$ cat config.mk
export PLATFORM = sky130hd
export DESIGN_NAME = peer_control_frame_tracker_flat
export DESIGN_NICKNAME = d
export VERILOG_FILES = /design/src/hdl/pcft_pkg.sv /design/src/hdl/pcft_req_if.sv /design/src/hdl/pcft_rsp_if.sv /design/src/hdl/pcft_assembler.sv /design/src/hdl/pcft_tracker.sv /design/src/hdl/peer_control_frame_tracker.sv /design/src/flat_wrapper.sv
export SDC_FILE = /design/constraint.sdc
export NUM_CORES = 1
export LEC_CHECK = 0
export BUFFER_PORTS_ARGS = -buffer_cell sky130_fd_sc_hd__buf_2
export CELL_PAD_IN_SITES_DETAIL_PLACEMENT = 1
export CELL_PAD_IN_SITES_GLOBAL_PLACEMENT = 1
export CORE_AREA = 2 2 232 234
export DETAILED_ROUTE_END_ITERATION = 8
export DIE_AREA = 0 0 234 236
export HOLD_SLACK_MARGIN = 0.12
export MAX_ROUTING_LAYER = met4
export PLACE_DENSITY = 0.66
export SLEW_MARGIN = 20
export SYNTH_ARGS = -nofsm -noshare
export SYNTH_HDL_FRONTEND = slang
export SYNTH_HIERARCHICAL = 1
export SYNTH_SLANG_ARGS = --single-unit
$ cat constraint.sdc
create_clock -name clock -period 13.5 [get_ports clock]
set_input_delay 3.375 -clock clock [delete_from_list [all_inputs] [get_ports clock]]
set_output_delay 3.375 -clock clock [all_outputs]
set_load 0.02 [all_outputs]
$ cat src/hdl/pcft_pkg.sv
// Shared types, constants and scaling functions for the peer control frame tracker.
// No dependencies; every module in hdl/ imports this package.
package pcft_pkg;

   localparam int MaxFrameLenDefault = 255;

   // Byte counter saturates at all ones; the frame length needs one more bit.
   localparam int CountWidth = 9;
   localparam int LenWidth   = CountWidth + 1;
   localparam int SlotCount  = 8;
   localparam int SlotWidth  = $clog2(SlotCount);

   // Header bytes and frame types
   localparam logic [7:0] StartByte   = 8'hdb;
   localparam logic [7:0] TypeClear   = 8'he4;
   localparam logic [7:0] TypeVolume  = 8'hd2;
   localparam logic [7:0] TypeMic     = 8'hd3;
   localparam logic [7:0] TypeLegacy  = 8'hd4;
   localparam logic [7:0] TypeSummary = 8'h20;
   localparam logic [7:0] HeaderTag   = 8'd3;
   localparam logic [7:0] SummaryTag  = 8'd1;

   // Sub-codes in byte 4
   localparam logic [7:0] VolSubSet     = 8'd0;
   localparam logic [7:0] VolSubMax     = 8'd2;
   localparam logic [7:0] MicSubState   = 8'd1;
   localparam logic [7:0] MicSubLevel   = 8'd2;
   localparam logic [7:0] ClearSubFirst = 8'd1;
   localparam logic [7:0] ClearKeepAll  = 8'd3;

   // Frame lengths
   localparam int MinFrameLen   = 3;
   localparam int ShortFrameLen = 5;
   localparam int ValueFrameLen = 6;
   localparam int SummaryLen    = 46;

   // Value limits
   localparam logic [7:0] MaxStep     = 8'd56;
   localparam logic [7:0] MaxPercent  = 8'd100;
   localparam logic [7:0] MaxMicLevel = 8'd10;
   localparam logic [7:0] MinMicLevel = 8'd1;
   localparam logic [7:0] MaxMicState = 8'd1;
   localparam logic [7:0] MaxLegacy   = 8'd10;
   localparam int         MicScale    = 10;

   // Known-mask bit positions
   localparam int KnownVol = 0;
   localparam int KnownBal = 1;
   localparam int KnownMst = 2;
   localparam int KnownMlv = 3;
   localparam int KnownLeg = 4;
   localparam int KnownWidth = 5;

   // step*100/56 as multiply by reciprocal; exact for step <= 56
   localparam int ScaleShift = 20;
   localparam int VolRecip   = ((1 << ScaleShift) + 55) / 56;
   localparam int VolMul     = 100 * VolRecip;
   localparam int VolProdW   = 6 + $clog2(VolMul + 1);

   localparam logic [3:0][6:0] LegacyTable = {7'd100, 7'd50, 7'd25, 7'd0};

   typedef enum logic {
      OP_BYTE   = 1'b0,
      OP_NATIVE = 1'b1
   } op_type;

   typedef struct packed {
      logic [SlotCount-1:0][7:0] bytes;
      logic [LenWidth-1:0]       len;
   } frame_view_type;

   typedef struct packed {
      logic        accepted;
      logic [6:0]  volume_pct;
      logic [6:0]  balance_percent;
      logic        mic_muted_state;
      logic [6:0]  mic_lvl_scaled;
      logic [6:0]  legacy_scaled;
      logic [4:0]  known_mask;
      logic [31:0] change_generation;
      logic [31:0] mic_change_generation;
      logic [31:0] frame_count;
      logic [31:0] reject_count;
      logic [5:0]  loudness_now;
   } rsp_type;

   function automatic logic [6:0] volume_of(input logic [5:0] step);
      logic [VolProdW-1:0] prod;
      prod = VolProdW'(step) * VolProdW'(VolMul);
      return 7'(prod >> ScaleShift);
   endfunction

   function automatic logic [6:0] legacy_of(input logic [3:0] level);
      if (level < 4'd4) begin
         return LegacyTable[level[1:0]];
      end
      return 7'd0;
   endfunction

   function automatic logic [6:0] mic_scaled_of(input logic [3:0] level);
      logic [7:0] prod;
      prod = 8'(level) * 8'(MicScale);
      return prod[6:0];
   endfunction

endpackage

$ cat src/hdl/pcft_req_if.sv
// Input channel of the frame tracker: valid/ready plus one frame byte or native set.
// Standalone; widths follow the item fields.
interface pcft_req_if;
   logic        valid;
   logic        ready;
   logic        operation;
   logic [7:0]  frame_byte;
   logic        frame_last;
   logic [7:0]  native_step;
   logic [7:0]  native_balance;
   logic [31:0] now_ms;

   modport source (
      output valid, operation, frame_byte, frame_last, native_step, native_balance, now_ms,
      input  ready
   );
   modport sink (
      input  valid, operation, frame_byte, frame_last, native_step, native_balance, now_ms,
      output ready
   );
endinterface

$ cat src/hdl/pcft_rsp_if.sv
// Result channel of the frame tracker: valid/ready plus the status snapshot.
// Standalone; widths follow the result fields.
interface pcft_rsp_if;
   logic        valid;
   logic        ready;
   logic        accepted;
   logic [6:0]  volume_pct;
   logic [6:0]  balance_percent;
   logic        mic_muted_state;
   logic [6:0]  mic_lvl_scaled;
   logic [6:0]  legacy_scaled;
   logic [4:0]  known_mask;
   logic [31:0] change_generation;
   logic [31:0] mic_change_generation;
   logic [31:0] frame_count;
   logic [31:0] reject_count;
   logic [5:0]  loudness_now;

   modport source (
      output valid, accepted, volume_pct, balance_percent, mic_muted_state,
             mic_lvl_scaled, legacy_scaled, known_mask, change_generation,
             mic_change_generation, frame_count, reject_count, loudness_now,
      input  ready
   );
   modport sink (
      input  valid, accepted, volume_pct, balance_percent, mic_muted_state,
             mic_lvl_scaled, legacy_scaled, known_mask, change_generation,
             mic_change_generation, frame_count, reject_count, loudness_now,
      output ready
   );
endinterface

$ cat src/hdl/pcft_assembler.sv
// Byte counter and kept header/payload bytes; presents the frame with the current byte merged.
// Depends on pcft_pkg.
module pcft_assembler
   import pcft_pkg::*;
(
   input  logic           clock,
   input  logic           reset,
   input  logic           advance,
   input  logic [7:0]     frame_byte,
   input  logic           frame_last,
   output frame_view_type view
);

   localparam logic [CountWidth-1:0] CountMax = '1;

   logic [CountWidth-1:0] count_ff, count_in;
   logic [7:0]            kept_ff [SlotCount];
   logic                  hit;
   logic [SlotWidth-1:0]  slot;

   // positions 0..5 map straight, 14 and 15 to the two top slots
   always_comb begin
      hit  = 1'b0;
      slot = '0;
      priority if (count_ff <= CountWidth'(5)) begin
         hit  = 1'b1;
         slot = SlotWidth'(count_ff);
      end else if (count_ff == CountWidth'(14)) begin
         hit  = 1'b1;
         slot = SlotWidth'(6);
      end else if (count_ff == CountWidth'(15)) begin
         hit  = 1'b1;
         slot = SlotWidth'(7);
      end else begin
         hit  = 1'b0;
      end
   end

   always_comb begin
      for (int i = 0; i < SlotCount; i++) begin
         view.bytes[i] = (hit && slot == SlotWidth'(i)) ? frame_byte : kept_ff[i];
      end
      view.len = LenWidth'(count_ff) + LenWidth'(1);
   end

   always_comb begin
      count_in = count_ff;
      if (advance) begin
         if (frame_last) begin
            count_in = '0;
         end else if (count_ff != CountMax) begin
            count_in = count_ff + CountWidth'(1);
         end
      end
   end

   always_ff @(posedge clock) begin
      if (reset) begin
         count_ff <= '0;
      end else begin
         count_ff <= count_in;
      end
   end

   always_ff @(posedge clock) begin
      if (advance && hit) begin
         kept_ff[slot] <= frame_byte;
      end
   end

endmodule

$ cat src/hdl/pcft_tracker.sv
// Frame check and decode, tracked values, known mask, generation and frame counters.
// Depends on pcft_pkg; result is the snapshot after this item's update.
module pcft_tracker
   import pcft_pkg::*;
#(
   parameter int MAX_FRAME_LEN = MaxFrameLenDefault
) (
   input  logic           clock,
   input  logic           reset,
   input  logic           frame_done,
   input  logic           native_go,
   input  frame_view_type view,
   input  logic [7:0]     native_step,
   input  logic [7:0]     native_balance,
   output rsp_type        result
);

   logic [KnownWidth-1:0] known_ff, known_in;
   logic [31:0] gen_ff, gen_in, mic_gen_ff, mic_gen_in;
   logic [31:0] ok_cnt_ff, ok_cnt_in, bad_cnt_ff, bad_cnt_in;
   logic [5:0]  loud_ff, loud_in;
   logic [6:0]  vol_ff, vol_in, bal_ff, bal_in;
   logic        mst_ff, mst_in;
   logic [3:0]  mlv_ff, mlv_in, leg_ff, leg_in;

   logic [7:0] b [SlotCount];
   logic       well_formed, ok, bad, clear_known;
   logic       set_vol, set_bal, set_mst, set_mlv, set_leg;
   logic [5:0] vol_step;
   logic [6:0] vol_val, bal_val;
   logic       mst_val;
   logic [3:0] mlv_val, leg_val;
   logic       g_vol, g_bal, g_mst, g_mlv, g_leg, g_clr;
   logic [2:0] gen_step;

   always_comb begin
      for (int i = 0; i < SlotCount; i++) begin
         b[i] = view.bytes[i];
      end
      well_formed = view.len >= LenWidth'(MinFrameLen)
                 && view.len <= LenWidth'(MAX_FRAME_LEN)
                 && b[0] == StartByte
                 && LenWidth'(b[1]) == view.len;
   end

   // pick the action
   always_comb begin
      ok = 1'b0; bad = 1'b0; clear_known = 1'b0;
      set_vol = 1'b0; set_bal = 1'b0; set_mst = 1'b0; set_mlv = 1'b0; set_leg = 1'b0;
      vol_step = '0; bal_val = '0; mst_val = 1'b0; mlv_val = '0; leg_val = '0;
      if (native_go) begin
         if (native_step <= MaxStep && native_balance <= MaxPercent) begin
            ok       = 1'b1;
            set_vol  = 1'b1;
            vol_step = native_step[5:0];
            set_bal  = 1'b1;
            bal_val  = native_balance[6:0];
         end
      end else if (frame_done) begin
         if (!well_formed) begin
            bad = 1'b1;
         end else begin
            priority if (view.len == LenWidth'(ShortFrameLen) && b[2] == TypeClear
                  && b[3] == HeaderTag && b[4] >= ClearSubFirst && b[4] <= ClearKeepAll) begin
               ok          = 1'b1;
               clear_known = (b[4] != ClearKeepAll);
            end else if (view.len == LenWidth'(ValueFrameLen) && b[2] == TypeVolume
                  && b[3] == HeaderTag && b[4] <= VolSubMax) begin
               if (b[5] > MaxStep) begin
                  bad = 1'b1;
               end else begin
                  ok       = 1'b1;
                  set_vol  = (b[4] == VolSubSet);
                  vol_step = b[5][5:0];
               end
            end else if (view.len == LenWidth'(ValueFrameLen) && b[2] == TypeMic
                  && b[3] == HeaderTag && b[4] == MicSubState) begin
               if (b[5] > MaxMicState) begin
                  bad = 1'b1;
               end else begin
                  ok      = 1'b1;
                  set_mst = 1'b1;
                  mst_val = b[5][0];
               end
            end else if (view.len == LenWidth'(ValueFrameLen) && b[2] == TypeMic
                  && b[3] == HeaderTag && b[4] == MicSubLevel) begin
               if (b[5] < MinMicLevel || b[5] > MaxMicLevel) begin
                  bad = 1'b1;
               end else begin
                  ok      = 1'b1;
                  set_mlv = 1'b1;
                  mlv_val = b[5][3:0];
               end
            end else if (view.len == LenWidth'(ShortFrameLen) && b[2] == TypeLegacy
                  && b[3] == HeaderTag) begin
               if (b[4] > MaxLegacy) begin
                  bad = 1'b1;
               end else begin
                  ok      = 1'b1;
                  set_leg = 1'b1;
                  leg_val = b[4][3:0];
               end
            end else if (view.len == LenWidth'(SummaryLen) && b[2] == TypeSummary
                  && b[3] == SummaryTag) begin
               if (b[4] > MaxStep || b[6] > MaxMicState
                     || b[7] < MinMicLevel || b[7] > MaxMicLevel) begin
                  bad = 1'b1;
               end else begin
                  ok       = 1'b1;
                  set_vol  = 1'b1;
                  vol_step = b[4][5:0];
                  set_mst  = 1'b1;
                  mst_val  = b[6][0];
                  set_mlv  = 1'b1;
                  mlv_val  = b[7][3:0];
               end
            end else begin
               ok = 1'b0; // unknown type: no counters move
            end
         end
      end
   end

   // apply the action
   always_comb begin
      vol_val = volume_of(vol_step);
      g_vol = set_vol && (!known_ff[KnownVol] || vol_ff != vol_val);
      g_bal = set_bal && (!known_ff[KnownBal] || bal_ff != bal_val);
      g_mst = set_mst && (!known_ff[KnownMst] || mst_ff != mst_val);
      g_mlv = set_mlv && (!known_ff[KnownMlv] || mlv_ff != mlv_val);
      g_leg = set_leg && (!known_ff[KnownLeg] || leg_ff != leg_val);
      g_clr = clear_known && (known_ff[KnownLeg:KnownMst] != '0);
      gen_step = 3'(g_vol) + 3'(g_bal) + 3'(g_mst) + 3'(g_mlv) + 3'(g_leg) + 3'(g_clr);

      known_in = known_ff;
      if (clear_known) begin
         known_in = known_ff & KnownWidth'((1 << KnownVol) | (1 << KnownBal));
      end
      known_in[KnownVol] = known_in[KnownVol] | set_vol;
      known_in[KnownBal] = known_in[KnownBal] | set_bal;
      known_in[KnownMst] = known_in[KnownMst] | set_mst;
      known_in[KnownMlv] = known_in[KnownMlv] | set_mlv;
      known_in[KnownLeg] = known_in[KnownLeg] | set_leg;

      gen_in     = gen_ff + 32'(gen_step);
      mic_gen_in = mic_gen_ff + 32'(g_mst);
      ok_cnt_in  = ok_cnt_ff + 32'(frame_done && ok);
      bad_cnt_in = bad_cnt_ff + 32'(bad);
      loud_in    = set_vol ? vol_step : loud_ff;
      vol_in     = set_vol ? vol_val : vol_ff;
      bal_in     = set_bal ? bal_val : bal_ff;
      mst_in     = set_mst ? mst_val : mst_ff;
      mlv_in     = set_mlv ? mlv_val : mlv_ff;
      leg_in     = set_leg ? leg_val : leg_ff;
   end

   always_comb begin
      result.accepted              = ok;
      result.volume_pct            = vol_in;
      result.balance_percent       = bal_in;
      result.mic_muted_state       = mst_in;
      result.mic_lvl_scaled        = mic_scaled_of(mlv_in);
      result.legacy_scaled         = legacy_of(leg_in);
      result.known_mask            = known_in;
      result.change_generation     = gen_in;
      result.mic_change_generation = mic_gen_in;
      result.frame_count           = ok_cnt_in;
      result.reject_count          = bad_cnt_in;
      result.loudness_now          = loud_in;
   end

   always_ff @(posedge clock) begin
      if (reset) begin
         known_ff   <= '0;
         gen_ff     <= '0;
         mic_gen_ff <= '0;
         ok_cnt_ff  <= '0;
         bad_cnt_ff <= '0;
         loud_ff    <= '0;
         vol_ff     <= '0;
         bal_ff     <= '0;
         mst_ff     <= 1'b0;
         mlv_ff     <= '0;
         leg_ff     <= '0;
      end else if (frame_done || native_go) begin
         known_ff   <= known_in;
         gen_ff     <= gen_in;
         mic_gen_ff <= mic_gen_in;
         ok_cnt_ff  <= ok_cnt_in;
         bad_cnt_ff <= bad_cnt_in;
         loud_ff    <= loud_in;
         vol_ff     <= vol_in;
         bal_ff     <= bal_in;
         mst_ff     <= mst_in;
         mlv_ff     <= mlv_in;
         leg_ff     <= leg_in;
      end
   end

endmodule

$ cat src/hdl/peer_control_frame_tracker.sv
// Peer control frame tracker: input register, frame assembler, tracker, result register.
// Depends on pcft_pkg, pcft_req_if, pcft_rsp_if, pcft_assembler and pcft_tracker.
//
// Usage:
//  - req carries one frame byte per transfer (operation = 0) or a native
//    step/balance set (operation = 1). The byte with frame_last high closes
//    the frame and triggers the check and decode.
//  - rsp carries one status snapshot per closing byte and per native set;
//    middle bytes of a frame produce no transfer on rsp.
//  - Path: a req transfer loads the input register; its result is then
//    loaded into the result register, which drives rsp.valid.
//  - Throughput: one item per cycle while rsp does not stall. Each item
//    goes through one pass of check/decode/update logic between the input
//    register and the result register; the tracked state is written in that
//    same cycle, so the next item sees it at once.
//  - rsp stall: a finished result waits in the result register. Middle
//    bytes keep flowing; an item that owes a result waits in the input
//    register, and req.ready drops only while that register is held.
//  - Reset (synchronous, active high) clears counters, known mask and values,
//    and empties both registers. Kept frame bytes are not cleared.
module peer_control_frame_tracker
   import pcft_pkg::*;
#(
   parameter int MAX_FRAME_LEN = MaxFrameLenDefault
) (
   input logic       clock,
   input logic       reset,
   pcft_req_if.sink  req,
   pcft_rsp_if.source rsp
);

   // input register
   logic       s1_valid_ff, s1_valid_in;
   op_type     s1_op_ff;
   logic [7:0] s1_byte_ff;
   logic       s1_last_ff;
   logic [7:0] s1_step_ff;
   logic [7:0] s1_bal_ff;

   // result register
   logic       rsp_valid_ff, rsp_valid_in;
   rsp_type    rsp_ff;

   logic           s1_has_rsp, out_free, s1_fire, req_fire;
   logic           frame_done, native_go, byte_go;
   frame_view_type view;
   rsp_type        result;

   assign s1_has_rsp = (s1_op_ff == OP_NATIVE) || s1_last_ff;
   assign out_free   = !rsp_valid_ff || rsp.ready;
   assign s1_fire    = s1_valid_ff && (!s1_has_rsp || out_free);
   assign req.ready  = !s1_valid_ff || s1_fire;
   assign req_fire   = req.valid && req.ready;

   assign byte_go    = s1_fire && (s1_op_ff == OP_BYTE);
   assign frame_done = byte_go && s1_last_ff;
   assign native_go  = s1_fire && (s1_op_ff == OP_NATIVE);

   pcft_assembler u_assembler (
      .clock      (clock),
      .reset      (reset),
      .advance    (byte_go),
      .frame_byte (s1_byte_ff),
      .frame_last (s1_last_ff),
      .view       (view)
   );

   pcft_tracker #(
      .MAX_FRAME_LEN (MAX_FRAME_LEN)
   ) u_tracker (
      .clock          (clock),
      .reset          (reset),
      .frame_done     (frame_done),
      .native_go      (native_go),
      .view           (view),
      .native_step    (s1_step_ff),
      .native_balance (s1_bal_ff),
      .result         (result)
   );

   always_comb begin
      s1_valid_in = s1_valid_ff;
      if (req_fire) begin
         s1_valid_in = 1'b1;
      end else if (s1_fire) begin
         s1_valid_in = 1'b0;
      end

      rsp_valid_in = rsp_valid_ff;
      if (s1_fire && s1_has_rsp) begin
         rsp_valid_in = 1'b1;
      end else if (rsp.ready) begin
         rsp_valid_in = 1'b0;
      end
   end

   always_ff @(posedge clock) begin
      if (reset) begin
         s1_valid_ff  <= 1'b0;
         rsp_valid_ff <= 1'b0;
      end else begin
         s1_valid_ff  <= s1_valid_in;
         rsp_valid_ff <= rsp_valid_in;
      end
   end

   // payload registers, no reset
   always_ff @(posedge clock) begin
      if (req_fire) begin
         s1_op_ff   <= op_type'(req.operation);
         s1_byte_ff <= req.frame_byte;
         s1_last_ff <= req.frame_last;
         s1_step_ff <= req.native_step;
         s1_bal_ff  <= req.native_balance;
      end
      if (s1_fire && s1_has_rsp) begin
         rsp_ff <= result;
      end
   end

   assign rsp.valid                 = rsp_valid_ff;
   assign rsp.accepted              = rsp_ff.accepted;
   assign rsp.volume_pct            = rsp_ff.volume_pct;
   assign rsp.balance_percent       = rsp_ff.balance_percent;
   assign rsp.mic_muted_state       = rsp_ff.mic_muted_state;
   assign rsp.mic_lvl_scaled        = rsp_ff.mic_lvl_scaled;
   assign rsp.legacy_scaled         = rsp_ff.legacy_scaled;
   assign rsp.known_mask            = rsp_ff.known_mask;
   assign rsp.change_generation     = rsp_ff.change_generation;
   assign rsp.mic_change_generation = rsp_ff.mic_change_generation;
   assign rsp.frame_count           = rsp_ff.frame_count;
   assign rsp.reject_count          = rsp_ff.reject_count;
   assign rsp.loudness_now          = rsp_ff.loudness_now;

`ifndef NO_ASSERTIONS
   // an empty input register always takes a new transfer
   a_ready_when_empty: assert property (@(posedge clock) disable iff (reset)
      !s1_valid_ff |-> req.ready)
      else $error("req.ready low with empty input register");

   // a taken result that is not replaced must not show up again
   a_no_repeat: assert property (@(posedge clock) disable iff (reset)
      rsp.valid && rsp.ready && !(s1_fire && s1_has_rsp) |=> !rsp.valid)
      else $error("result delivered twice");

   // a held result blocks any item that owes a result
   a_no_overwrite: assert property (@(posedge clock) disable iff (reset)
      rsp.valid && !rsp.ready && s1_valid_ff && s1_has_rsp |-> !s1_fire)
      else $error("pending result overwritten");
`endif

endmodule

$ cat src/flat_wrapper.sv
// flat-port wrapper written by rule: the top's interface ports become plain ports
module peer_control_frame_tracker_flat import pcft_pkg::*;
#(
   parameter int MAX_FRAME_LEN = MaxFrameLenDefault
)
  (clock, reset, req_valid, req_operation, req_frame_byte, req_frame_last, req_native_step, req_native_balance, req_now_ms, req_ready, rsp_valid, rsp_accepted, rsp_volume_pct, rsp_balance_percent, rsp_mic_muted_state, rsp_mic_lvl_scaled, rsp_legacy_scaled, rsp_known_mask, rsp_change_generation, rsp_mic_change_generation, rsp_frame_count, rsp_reject_count, rsp_loudness_now, rsp_ready);
  pcft_req_if req_i ();
  pcft_rsp_if rsp_i ();
  input logic clock;
  input logic reset;
  input wire logic [$bits(req_i.valid)-1:0] req_valid;
  input wire logic [$bits(req_i.operation)-1:0] req_operation;
  input wire logic [$bits(req_i.frame_byte)-1:0] req_frame_byte;
  input wire logic [$bits(req_i.frame_last)-1:0] req_frame_last;
  input wire logic [$bits(req_i.native_step)-1:0] req_native_step;
  input wire logic [$bits(req_i.native_balance)-1:0] req_native_balance;
  input wire logic [$bits(req_i.now_ms)-1:0] req_now_ms;
  output wire logic [$bits(req_i.ready)-1:0] req_ready;
  output wire logic [$bits(rsp_i.valid)-1:0] rsp_valid;
  output wire logic [$bits(rsp_i.accepted)-1:0] rsp_accepted;
  output wire logic [$bits(rsp_i.volume_pct)-1:0] rsp_volume_pct;
  output wire logic [$bits(rsp_i.balance_percent)-1:0] rsp_balance_percent;
  output wire logic [$bits(rsp_i.mic_muted_state)-1:0] rsp_mic_muted_state;
  output wire logic [$bits(rsp_i.mic_lvl_scaled)-1:0] rsp_mic_lvl_scaled;
  output wire logic [$bits(rsp_i.legacy_scaled)-1:0] rsp_legacy_scaled;
  output wire logic [$bits(rsp_i.known_mask)-1:0] rsp_known_mask;
  output wire logic [$bits(rsp_i.change_generation)-1:0] rsp_change_generation;
  output wire logic [$bits(rsp_i.mic_change_generation)-1:0] rsp_mic_change_generation;
  output wire logic [$bits(rsp_i.frame_count)-1:0] rsp_frame_count;
  output wire logic [$bits(rsp_i.reject_count)-1:0] rsp_reject_count;
  output wire logic [$bits(rsp_i.loudness_now)-1:0] rsp_loudness_now;
  input wire logic [$bits(rsp_i.ready)-1:0] rsp_ready;
  assign req_i.valid = req_valid;
  assign req_i.operation = req_operation;
  assign req_i.frame_byte = req_frame_byte;
  assign req_i.frame_last = req_frame_last;
  assign req_i.native_step = req_native_step;
  assign req_i.native_balance = req_native_balance;
  assign req_i.now_ms = req_now_ms;
  assign req_ready = req_i.ready;
  assign rsp_valid = rsp_i.valid;
  assign rsp_accepted = rsp_i.accepted;
  assign rsp_volume_pct = rsp_i.volume_pct;
  assign rsp_balance_percent = rsp_i.balance_percent;
  assign rsp_mic_muted_state = rsp_i.mic_muted_state;
  assign rsp_mic_lvl_scaled = rsp_i.mic_lvl_scaled;
  assign rsp_legacy_scaled = rsp_i.legacy_scaled;
  assign rsp_known_mask = rsp_i.known_mask;
  assign rsp_change_generation = rsp_i.change_generation;
  assign rsp_mic_change_generation = rsp_i.mic_change_generation;
  assign rsp_frame_count = rsp_i.frame_count;
  assign rsp_reject_count = rsp_i.reject_count;
  assign rsp_loudness_now = rsp_i.loudness_now;
  assign rsp_i.ready = rsp_ready;
  peer_control_frame_tracker #(.MAX_FRAME_LEN(MAX_FRAME_LEN)) u_core (.clock(clock), .reset(reset), .req(req_i), .rsp(rsp_i));
endmodule
==> Implementation_results.wiki, run 1 <==
{| class="wikitable"
! Metric !! Value
|-
| Run status || completed
|-
| Hold Crit Class || reg2reg
|-
| Avg Inst Size Synth || ~11 µm²
|-
| Commonest register cell after synthesis || sky130_fd_sc_hd__edfxtp_1
|-
| Area of the mapped netlist || 20900 µm²
|-
| Clock Skews || 12.8 ps
|-
| Post-route worst setup slack || 759 ps
|-
| First-pass DRT Iterations || 5
|-
| CTS sink count || about 430
|-
| Cell type with the highest aggregate area in the netlist || sky130_fd_sc_hd__edfxtp_1
|-
| Routed length per placed instance || around 18 µm
|-
| Share of flip-flops with an asynchronous set or reset || 0%
|-
| Worst setup timing slack at the placement stage || -203 ps
|-
| Post-synthesis sequential area ratio || 53.9%
|-
| Number of enable flip-flop cells after synthesis || around 260
|-
| Most area-consuming cells after synthesis || sky130_fd_sc_hd__edfxtp_1 (37%), sky130_fd_sc_hd__dfxtp_1 (17%), sky130_fd_sc_hd__xor2_1 (6.7%)
|-
| Worst-path clk slew || 60 ps
|-
| TritonCTS clock tree || yes
|-
| Die Area || 55200 µm²
|-
| Classification of the worst setup path || in2reg
|-
| Vertical die dimension || 236 µm
|-
| Power after layout || 2.85 mW
|-
| Setup crit start kind || input pin
|-
| Global-route wire length before repair || 82.2 mm
|-
| CTS Buffer Depth || 3
|-
| Synth unique cells || 89
|-
| Final TNS setup || 0 ps
|-
| Number of DRC violations after detailed routing || 0
|-
| Core Area || between 50000 and 60000 µm²
|-
| CTS root buffer || sky130_fd_sc_hd__clkbuf_16
|-
| Arrival time reported for the critical path endpoint || 13170 ps
|-
| Number of buffer and inverter stages on the critical path || 5
|-
| Max-slew violations || 0
|-
| Synth Warn # || 6
|-
| Number of max-capacitance violations reported || 0
|-
| CP max-delay cell || sky130_fd_sc_hd__o41a_1
|-
| RSZ-0062 raised after global routing || no
|-
| Top fanout value on the critical path || 8
|-
| Total of buffers placed on input and output ports || 200
|-
| Io pins || between 200 and 250
|-
| Net count after synthesis || 2000
|-
| Number of register bits inferred by synthesis || 432
|-
| Diodes inserted || 0
|-
| Critical path required time || between 10000 and 15000 ps
|-
| HPWL after detailed placement || roughly 36 mm
|-
| Number of hold violations in the final report || 0
|-
| Most frequent cells in the layout || sky130_fd_sc_hd__edfxtp_1 (259), sky130_fd_sc_hd__buf_2 (199), sky130_fd_sc_hd__nor2_1 (182), sky130_fd_sc_hd__dfxtp_1 (171), sky130_fd_sc_hd__nand2_1 (170)
|-
| Share of the clock period used by the worst path || 94.4%
|-
| Final worst hold slack || roughly 460 ps
|-
| Most common cell after layout, fill and taps aside || sky130_fd_sc_hd__edfxtp_1
|-
| Post-route antenna net violation count || 0
|-
| Pin count of the biggest net entering global routing || 103
|-
| Cells after Synth || between 1500 and 2000
|-
| Routability-driven placement congestion ratio || about 0.85
|-
| Highest Clock Rate || about 78 MHz
|-
| Power per standard cell area || about 120 nW/µm²
|-
| Minimum period implied by the final worst setup slack || around 13000 ps
|-
| Total grt overflow || 0
|-
| Vias per inst || 5.15
|-
| Area grow syn2layout || 17.1%
|-
| Transition time at the pin with the least slew margin || approximately 970 ps
|-
| Total wire length after detailed routing || just over 50 mm
|-
| Final setup viols || 0
|-
| Depth of the CTS H-tree || 2
|-
| NumNets Final || roughly 2200
|-
| Share of the synthesized area in the top cell type || around 37%
|-
| Number of antenna violations at the first check in global routing || 0
|-
| Vias post-DR || 14500
|-
| Count of standard-cell rows || between 80 and 90
|-
| Worst path most repeated cell || sky130_fd_sc_hd__fa_1
|-
| Starting utilization of the core area || approximately 40%
|-
| Worst-Skew Late Latency || 580 ps
|-
| Share of cells above drive strength 1 || 21.1%
|-
| Pleak || 9.56 nW
|-
| DRC violation total after the first TritonRoute iteration || 598
|-
| Worst vdd rail ir drop || a little under 0.00008 V
|-
| Category of cells accounting for the largest share of critical-path delay || simple AND/OR/NAND/NOR gates
|-
| Worst slew margin || 35.6%
|-
| Global-route usage over all layers || around a fifth
|-
| Number of global-route vias before repair || 15100
|-
| Total CTS buffers || 47
|-
| Maximum cell stage delay along the critical path || ~550 ps
|-
| Endpoint class of the critical path || flip-flop
|-
| Horizontal extent of the die || around 230 µm
|}
## state kept, by name, summed over array words and instances (netlist names), 9 cells and up
signal,count
u_core/u_assembler/kept_ff,64
u_core/rsp.change_generation,32
u_core/rsp.frame_count,32
u_core/rsp.mic_change_generation,32
u_core/rsp.reject_count,32
u_core/u_tracker/bad_cnt_ff,32
u_core/u_tracker/gen_ff,32
u_core/u_tracker/mic_gen_ff,32
u_core/u_tracker/ok_cnt_ff,32
u_core/u_assembler/count_ff,9
## per-layer routing
layer / share of wire, % / wire length, µm / GRT usage (%) / vias up
met2: 47 / 24000 / 30.0 / 248
li1: - / - / - / 7026
met4: 2.5 / 1280 / 5.75 / 0
met1: 45 / 23300 / 24.9 / 7171
met5: 0 / 0 / - / -
met3: 5.4 / 2780 / 4.24 / 76
## what timing repair did
action                     CTS  global route
buffers inserted             0             9
setup endpoints to repair    0            12
hold buffers                 0             0
resized for setup            0            11
## synth_stat cells, drive strengths merged, types with 52 or more instances
cell,instances
nand3,63
ha,66
xnor2,93
nand2,170
a21oi,77
dfxtp,173
nor2,187
edfxtp,259
xor2,160
clkbuf,52
o21ai,55
mux2,79
## logic make-up (layout without fill, tap and decap cells)
group	count (synthesis)	in the layout	synth area share, %
xor+xnor	255	255	10.8
fa+ha+maj	83	83	5.59
compound gates	210	210	6.54
simple gates	682	682	16.6
buf+inv	108	378	2.09
mux	84	84	4.50
other cells	1	1	0.0180
flops	432	432	53.9
## cell type report
class / instances / area, µm²
Timing Repair Buffer: 248 / 1370
Sequential cell: 432 / 11200
Inverter: 43 / 161
Multi-Input combinational cell: 1315 / 9260
Tap cell: 696 / 871
Clock inverter: 27 / 245
Clock buffer: 60 / 1290
Fill cell: 5717 / 28600
## per-stage QoR
step                      cells  instance area (µm²)  utilization (%)
final                      2821                24400             46.0
after global placement     2725                22800             42.9
after CTS                  2812                24300             45.8
after global routing       2821                24400             46.0
after detailed placement   2725                22800             42.9
after floorplan            1855                20900                -
## final timing paths
path,startpoint,endpoint,slack (ps),cells after the start
hold reg to reg,u_core/u_tracker/ok_cnt_ff[0]$_SDFFE_PP0P_,u_core/u_tracker/ok_cnt_ff[0]$_SDFFE_PP0P_,460,2
hold / removal,u_core/u_tracker/ok_cnt_ff[0]$_SDFFE_PP0P_,u_core/u_tracker/ok_cnt_ff[0]$_SDFFE_PP0P_,460,2
setup / recovery,rsp_ready,u_core/u_tracker/gen_ff[31]$_SDFFE_PP0P_,760,36
setup reg to reg,u_core/u_assembler/count_ff[7]$_SDFFE_PP0P_,u_core/u_tracker/gen_ff[31]$_SDFFE_PP0P_,1060,45
## worst min-delay path, cell delays in order (launching register included)
cell,delay (ps)
sky130_fd_sc_hd__dfxtp_1,310
sky130_fd_sc_hd__nand2_1,60
sky130_fd_sc_hd__a21oi_1,50
## power breakdown
group          internal (mW)  total, mW  switching, mW
clock network          0.751       1.29          0.536
logic                 0.0325      0.123         0.0906
registers               1.43       1.44         0.0173
Power figures use the tool's default switching activity.
==> run 2, diff against run 1 <==
- ABC_AREA: unset -> 1
- CORE_AREA: 2 2 232 234 -> 2 2 238 240
- DIE_AREA: 0 0 234 236 -> 0 0 240 242
- PLACE_DENSITY: 0.66 -> 0.69
==> run 2 against run 1 <==
  * Global-route usage grew 1.6 points
  * First-iteration DRC count increased by 32%
  * Maximum frequency is 3.2% higher
  * Utilization fell by 0.62 points
  * Sequential share of layout area shrank 1.6 points
  * Sequential cell count unchanged
  * Largest cell class unchanged
  * Power grew 4.6%
  * Worst setup slack better by 400 ps
  * Register-to-register slack improved by 310 ps
==> Implementation_results.wiki, run 2 <==
{| class="wikitable"
! Metric !! Value
|-
| Routed length per placed instance || approximately 17 µm
|-
| Number of post-CTS setup repair buffers || 0
|-
| Count of standard-cell rows || 87
|-
| DRC violation total after the first TritonRoute iteration || between 700 and 800
|-
| Routability-driven placement congestion ratio || about 0.9
|-
| Share of flip-flops with an asynchronous set or reset || 0%
|-
| Vias per inst || 4.96
|-
| Global-route usage over all layers || between 20% and 30%
|-
| Most frequent cells in the layout || sky130_fd_sc_hd__nand2_1 (431), sky130_fd_sc_hd__inv_1 (374), sky130_fd_sc_hd__edfxtp_1 (259), sky130_fd_sc_hd__nor2_1 (235), sky130_fd_sc_hd__buf_2 (199)
|-
| Number of DRC violations after detailed routing || 0
|-
| Area grow syn2layout || 14.8%
|-
| Total of buffers placed on input and output ports || 200
|-
| Most area-consuming cells after synthesis || sky130_fd_sc_hd__edfxtp_1 (35%), sky130_fd_sc_hd__dfxtp_1 (16%), sky130_fd_sc_hd__nand2_1 (7.3%)
|-
| # resized after CTS || 0
|-
| Hold Crit Class || reg2reg
|-
| RSZ-0062 raised after global routing || no
|-
| Pin count of the biggest net entering global routing || roughly 120
|-
| CTS Buffer Depth || 3
|-
| Minimum period implied by the final worst setup slack || about 12000 ps
|-
| Worst slew margin || 37.6%
|-
| Maximum cell stage delay along the critical path || between 500 and 600 ps
|-
| HPWL after detailed placement || between 40 and 50 mm
|-
| Commonest cells post-synth || sky130_fd_sc_hd__nand2_1 (431), sky130_fd_sc_hd__inv_1 (377), sky130_fd_sc_hd__edfxtp_1 (259)
|-
| Number of max-capacitance violations reported || 0
|-
| Top fanout value on the critical path || 11
|-
| CP max-delay cell || sky130_fd_sc_hd__fa_1
|-
| Placed Instances || approximately 3300
|-
| Critical path required time || approximately 14000 ps
|-
| Area of combinational cells with multiple inputs || ~9000 µm²
|-
| Synth Warn # || 6
|-
| CTS sink count || approximately 430
|-
| CTS Hold Bufs || 0
|-
| Share of cells above drive strength 1 || 15.7%
|-
| Share of the clock period used by the worst path || about nine tenths
|-
| Power per standard cell area || around 120 nW/µm²
|-
| Number of hold violations in the final report || 0
|-
| Io pins || between 200 and 250
|-
| CTS root buffer || sky130_fd_sc_hd__clkbuf_16
|-
| Max-slew violations || 0
|-
| Post-route antenna net violation count || 0
|-
| Cell area after layout || between 20000 and 30000 µm²
|-
| Avg Inst Size Synth || roughly 9 µm²
|-
| Setup crit start kind || input pin
|-
| Number of antenna violations at the first check in global routing || 0
|-
| Endpoint class of the critical path || flip-flop
|-
| Die Area || between 50000 and 60000 µm²
|-
| Worst vdd rail ir drop || 0.0000890 V
|-
| Number of global-route vias before repair || between 15000 and 20000
|-
| Depth of the CTS H-tree || 2
|-
| Pleak || 11.5 nW
|-
| Number of enable flip-flop cells after synthesis || between 200 and 300
|-
| HP Start || u_core/u_tracker/loud_ff[0]$_SDFFE_PP0P_
|-
| Horizontal extent of the die || between 200 and 250 µm
|-
| Register area || between 10000 and 15000 µm²
|-
| TritonCTS clock tree || yes
|-
| Worst-path clk slew || ~60 ps
|-
| Worst flop-to-flop path startpoint || u_core/u_assembler/count_ff[0]$_SDFFE_PP0P_
|-
| Net count after synthesis || ~2600
|-
| Worst setup timing slack at the placement stage || about 620 ps
|-
| Final setup viols || 0
|-
| Post-route worst setup slack || around 1200 ps
|-
| Placement Cell Area || 23800 µm²
|-
| Run status || completed
|-
| Most used standard cell by instance count after synthesis || sky130_fd_sc_hd__nand2_1
|-
| Synth unique cells || between 60 and 70
|-
| Reg2Reg Depth || between 60 and 70
|-
| Clock Skews || about 17 ps
|-
| Vias post-DR || roughly 17000
|-
| Number of flip-flops in the largest register || 64
|-
| Total wire length after detailed routing || 58.1 mm
|-
| Worst path most repeated cell || sky130_fd_sc_hd__nand2_1
|-
| Arrival time reported for the critical path endpoint || between 10000 and 15000 ps
|-
| Biggest register || u_core/u_assembler/kept_ff
|-
| Worst-Skew Late Latency || about 600 ps
|-
| Source of the critical timing path || rsp_ready
|-
| Classification of the worst setup path || in2reg
|-
| Most common cell after layout, fill and taps aside || sky130_fd_sc_hd__nand2_1
|-
| Cell type with the highest aggregate area in the netlist || sky130_fd_sc_hd__edfxtp_1
|-
| FILL cells || around 6500
|-
| Highest Clock Rate || 81.0 MHz
|-
| Vertical die dimension || 242 µm
|-
| Post-synthesis sequential area ratio || approximately half
|-
| First-pass DRT Iterations || 5
|-
| Global-route wire length before repair || about 94 mm
|-
| NumNets Final || ~2800
|-
| Final design utilization || a little under half
|-
| Transition time at the pin with the least slew margin || 934 ps
|-
| Cells after Synth || about 2400
|-
| Total CTS buffers || 49
|-
| Commonest register cell after synthesis || sky130_fd_sc_hd__edfxtp_1
|-
| Count of non-filler cells in the finished layout || 3433
|-
| Number of register bits inferred by synthesis || between 400 and 500
|-
| Starting utilization of the core area || around 40%
|-
| Share of the synthesized area in the top cell type || about a third
|-
| Cells on Worst Hold Path || 2
|-
| Final TNS setup || 0 ps
|-
| Diodes inserted || 0
|-
| Core Area || 55700 µm²
|-
| Area of the mapped netlist || 22100 µm²
|-
| Total grt overflow || 0
|}
[run 2: routing by layer]
| layer | up-vias | wire length [µm] | GRT usage [%] |
|---|---|---|---|
| li1 | 8412 | - | - |
| met1 | 8244 | 25900 | 25.5 |
| met2 | 278 | 28000 | 35.0 |
| met3 | 85 | 2700 | 3.95 |
| met4 | 0 | 1420 | 5.55 |
| met5 | - | 0 | - |
[run 2: per-stage QoR]
step | power, mW | hold WS [ps]
floorplan | 1.66 | 444
global placement | 1.72 | 456
detailed placement | 1.74 | 478
CTS | 3.03 | 491
global route | 3.11 | 513
finish | 2.98 | 484
[run 2: area by class of cell]
class                      instances  share of cell area, %
clock buffer                      66                   5.29
sequential                       432                   44.4
tap                              756                   3.74
timing repair buffer             218                   4.51
inverter                         386                   5.75
multi-input combinational       1551                   35.5
clock inverter                    24                  0.781
[run 2: path summary, 6_finish.rpt]
check / endpoint / slack (ps)
max: u_core/u_tracker/gen_ff[30]$_SDFFE_PP0P_ / 1160
min: u_core/u_tracker/loud_ff[0]$_SDFFE_PP0P_ / 480
max reg2reg: u_core/u_tracker/gen_ff[30]$_SDFFE_PP0P_ / 1370
min reg2reg: u_core/u_tracker/loud_ff[0]$_SDFFE_PP0P_ / 480
[run 2: kinds of logic (layout without fill, tap and decap cells)]
group	count (synthesis)	in the layout	share of synthesized area, %
AO/OA/AOI/OAI	335	335	8.16
XOR/XNOR	130	130	5.29
adder cells (fa/ha/maj)	83	83	5.29
buffers and inverters	463	694	8.30
flip-flops	432	432	51.0
multiplexers	1	1	0.0454
other	1	1	0.0170
AND/OR/NAND/NOR	1001	1001	21.9
[run 2: worst max-delay path, delay by kind of cell]
family                     cells  cell delay, ps
and+or+nand+nor               28            3520
adders and majority gates      8            3270
AOI/OAI and AO/OA              7            1290
buffers and inverters         13            1190
xor gates and xnor gates       1             170
[run 2: power by group]
group	internal [mW]	total (mW)	switching, mW
clock	0.735	1.28	0.542
combinational	0.0593	0.211	0.152
sequential	1.46	1.50	0.0381
total	2.25	2.98	0.732
